## src/design/pit_pkg.sv

```systemverilog
`timescale 1ns / 1ps
package pit_pkg;

  // sign summary of one exact product term
  typedef struct packed {
    logic neg;
    logic zero;
  } sgn_t;

  localparam int unsigned OUT_TDATA_BITS = 8;

endpackage

```

## src/design/pit_prod2.sv

```systemverilog
`timescale 1ns / 1ps
// 2D cross (ux*vy - uy*vx) or dot (ux*vx + uy*vy) product, sign only
module pit_prod2 #(
  parameter int unsigned W      = 17,
  parameter bit          IS_DOT = 1'b0
) (
  input  logic signed [W-1:0] ux,
  input  logic signed [W-1:0] uy,
  input  logic signed [W-1:0] vx,
  input  logic signed [W-1:0] vy,
  output pit_pkg::sgn_t       sgn
);

  localparam int unsigned PW = 2 * W;
  localparam int unsigned RW = PW + 1;

  logic signed [PW-1:0] prod0;
  logic signed [PW-1:0] prod1;
  logic signed [RW-1:0] res;

  assign prod0 = PW'(ux) * PW'(IS_DOT ? vx : vy);
  assign prod1 = PW'(uy) * PW'(IS_DOT ? vy : vx);
  assign res   = IS_DOT ? (RW'(prod0) + RW'(prod1)) : (RW'(prod0) - RW'(prod1));

  assign sgn.neg  = res[RW-1];
  assign sgn.zero = (res == '0);

endmodule

```

## config.mk

```make
export PLATFORM = sky130hd
export DESIGN_NAME = pit_prod2
export DESIGN_NICKNAME = d
export VERILOG_FILES = /design/src/design/pit_pkg.sv /design/src/design/pit_prod2.sv
export SDC_FILE = /design/constraint.sdc
export NUM_CORES = 2
export LEC_CHECK = 0
export ABC_AREA = 1
export BUFFER_PORTS_ARGS = -buffer_cell sky130_fd_sc_hd__buf_2
export CORE_MARGIN = 5
export CORE_UTILIZATION = 44
export DETAILED_ROUTE_END_ITERATION = 16
export PLACE_DENSITY = 0.64
export SETUP_SLACK_MARGIN = 0.2
export SLEW_MARGIN = 30
export SYNTH_ARGS = -nofsm -noshare
export SYNTH_HDL_FRONTEND = slang
export SYNTH_SLANG_ARGS = --single-unit
```

## constraint.sdc

```tcl
create_clock -name vclk -period 13.26
set_input_delay 0.663 -clock vclk [all_inputs]
set_output_delay 0.663 -clock vclk [all_outputs]
set_load 0.01 [all_outputs]
```

==> results.json <==
{
  "ys_seq_area_share_pct": 0,
  "clkbuf_count": 0,
  "synth_nets": 3925,
  "period_needed_ps": 8770,
  "gr-total-overflow": 0,
  "hp-class": "primary input to output pin",
  "detail-route-antenna-nets": 0,
  "crit_slowest_cell": "fa_1",
  "syn-instance-count": 3047,
  "finalInstanceArea_um2": 24640,
  "grt_pass1_vias": 18517,
  "crit_required_ps": 12600,
  "slew_headroom_pct": 48.83,
  "vias": 17144,
  "slowest_delay_ps": 980,
  "ctsResizeCount": 0,
  "drt_iter0_markers": 795,
  "first_pass_iters": 5,
  "cap_viol_max_count": 0,
  "die_x_um": 243.2,
  "fp.coreArea_um2": 53810,
  "hold_depth": 10,
  "cp.depth": 31,
  "grt_max_degree": 18,
  "yosysTopAreaCellShare_pct": 55.15,
  "fin_nets": 3864,
  "start_util_pct": 44.45,
  "final_util_pct": 45.79,
  "wl_um": 56630,
  "antenna_found_initial": 0,
  "crit_type": "primary input to output pin",
  "cp_max_fo": 17,
  "seq_area_um2": 0,
  "critPathTopFamily": "adder cells",
  "final_hold_viol_count": 0,
  "seq_cell_count": 0,
  "worst_setup_path_end_kind": "output pin",
  "netlist_area_um2": 23920,
  "multi_input_area_um2": 19330,
  "max_freq_ghz": 0.1140,
  "dpl-instance-area_um2": 24640,
  "setup_viol": 0,
  "wl_per_cell_um": 15.39,
  "die_h_um": 243.2,
  "use_met1_pct": 24.74,
  "synth.largest_area_cell": "fa_1",
  "rsz0062_at_grt": "false",
  "port_buffers": 70,
  "yosys-top-cells-area": "fa_1 55%, inv_1 17%, nand2_1 12%",
  "worstPathArrival_ps": 8110,
  "n_fill_cell": 5464,
  "grt_usage_pct": 20.06,
  "finalCritPeriodShare_pct": 66.14,
  "num_rows": 85,
  "cp_common_cell": "fa_1",
  "n_antenna_cell": 0,
  "area_growth_pct": 2.997,
  "grt_use_met3_pct": 0.8031,
  "vias_per_cell": 4.659,
  "critical_path_buf_inv_count": 9,
  "remaining_drc_errors": 0,
  "syn_avg_cell_area_um2": 7.851,
  "cts_hold_buffers": 0,
  "ios": 70,
  "status": "complete, no violations",
  "tightest_slew_ps": 765.3,
  "grt_busiest_layer": "met2",
  "layout_common_cells": "1084 x inv_1, 775 x nand2_1, 659 x fa_1",
  "design.die.area_um2": 59130,
  "maxSlewViolCount": 0,
  "cts_setup_buffers": 0,
  "yosysUniqueCellTypes": 29,
  "dpl.hpwl_um": 50310,
  "final_common_cell": "inv_1",
  "use_met2_pct": 39.32,
  "hold_start": "vx[0]",
  "hold_path_end": "sgn[0]",
  "setup_tns_ps": 0,
  "worst_setup_path_start_kind": "primary input",
  "drive_above_1_share_pct": 3.921,
  "grt_pass1_wl_um": 95470,
  "holdWs_ps": 2540,
  "ys_warn_count": 0,
  "place_congestion": 0.9363
}
## per-stage QoR
| step | std cells | setup WS [ps] |
|---|---|---|
| 3_3_place_gp | 3680 | 4631 |
| 4_1_cts | 3680 | 4528 |
| 5_1_grt | 3680 | 3986 |
| 3_5_place_dp | 3680 | 4545 |
| 2_1_floorplan | 3047 | 5371 |
| 6_report | 3680 | 4490 |
## synthesized netlist by cell type, drive strengths merged, types with 6 or more instances
master	number
nand3	50
xor2	15
nor3	6
fa	659
nand4	16
nand2	789
xnor2	9
a21oi	22
nor2	79
and2	6
clkbuf	132
inv	1088
ha	151
or2	11
## final cells by class
| type | count | share of cell area, % |
|---|---|---|
| well taps | 696 | 3.534 |
| multi-input cells | 1825 | 78.44 |
| inverters | 1088 | 16.57 |
| repair buffers | 71 | 1.452 |
## metal layers
layer / up-vias / wire length (um)
met1: 8684 / 21820
li1: 8077 / -
met2: 327 / 31690
met3: 56 / 1854
met4: 0 / 1270
met5: - / 0
## worst max-delay path by stage
stage | start | endpoint | slack, ps
after floorplan | ux[16] | sgn[0] | 5370
after global placement | uy[16] | sgn[0] | 4630
after detailed placement | uy[16] | sgn[0] | 4540
after CTS | uy[16] | sgn[0] | 4530
after global routing | uy[16] | sgn[0] | 3990
final | uy[16] | sgn[0] | 4490
## tightest hold or removal path, stage by stage
cell,delay [ps]
buf_2,300
nand2_1,170
inv_1,80
ha_1,120
nor4_1,50
nand4_1,100
nor2_1,70
nand3_1,80
nor2_1,80
buf_2,150
## kinds of logic (layout without fill, tap and decap cells)
family                     after synthesis  after routing  synth area share (%)
and+or+nand+nor                        961            961                 16.18
xor gates and xnor gates                24             24                0.8787
buffers and inverters                 1222           1159                 19.21
AOI/OAI and AO/OA                       30             30                0.6852
adders and majority gates              810            810                 63.04
Power is left out: the tool's default activity adds up to more than one toggle a clock period on the data nets, which glitch-free logic cannot reach.
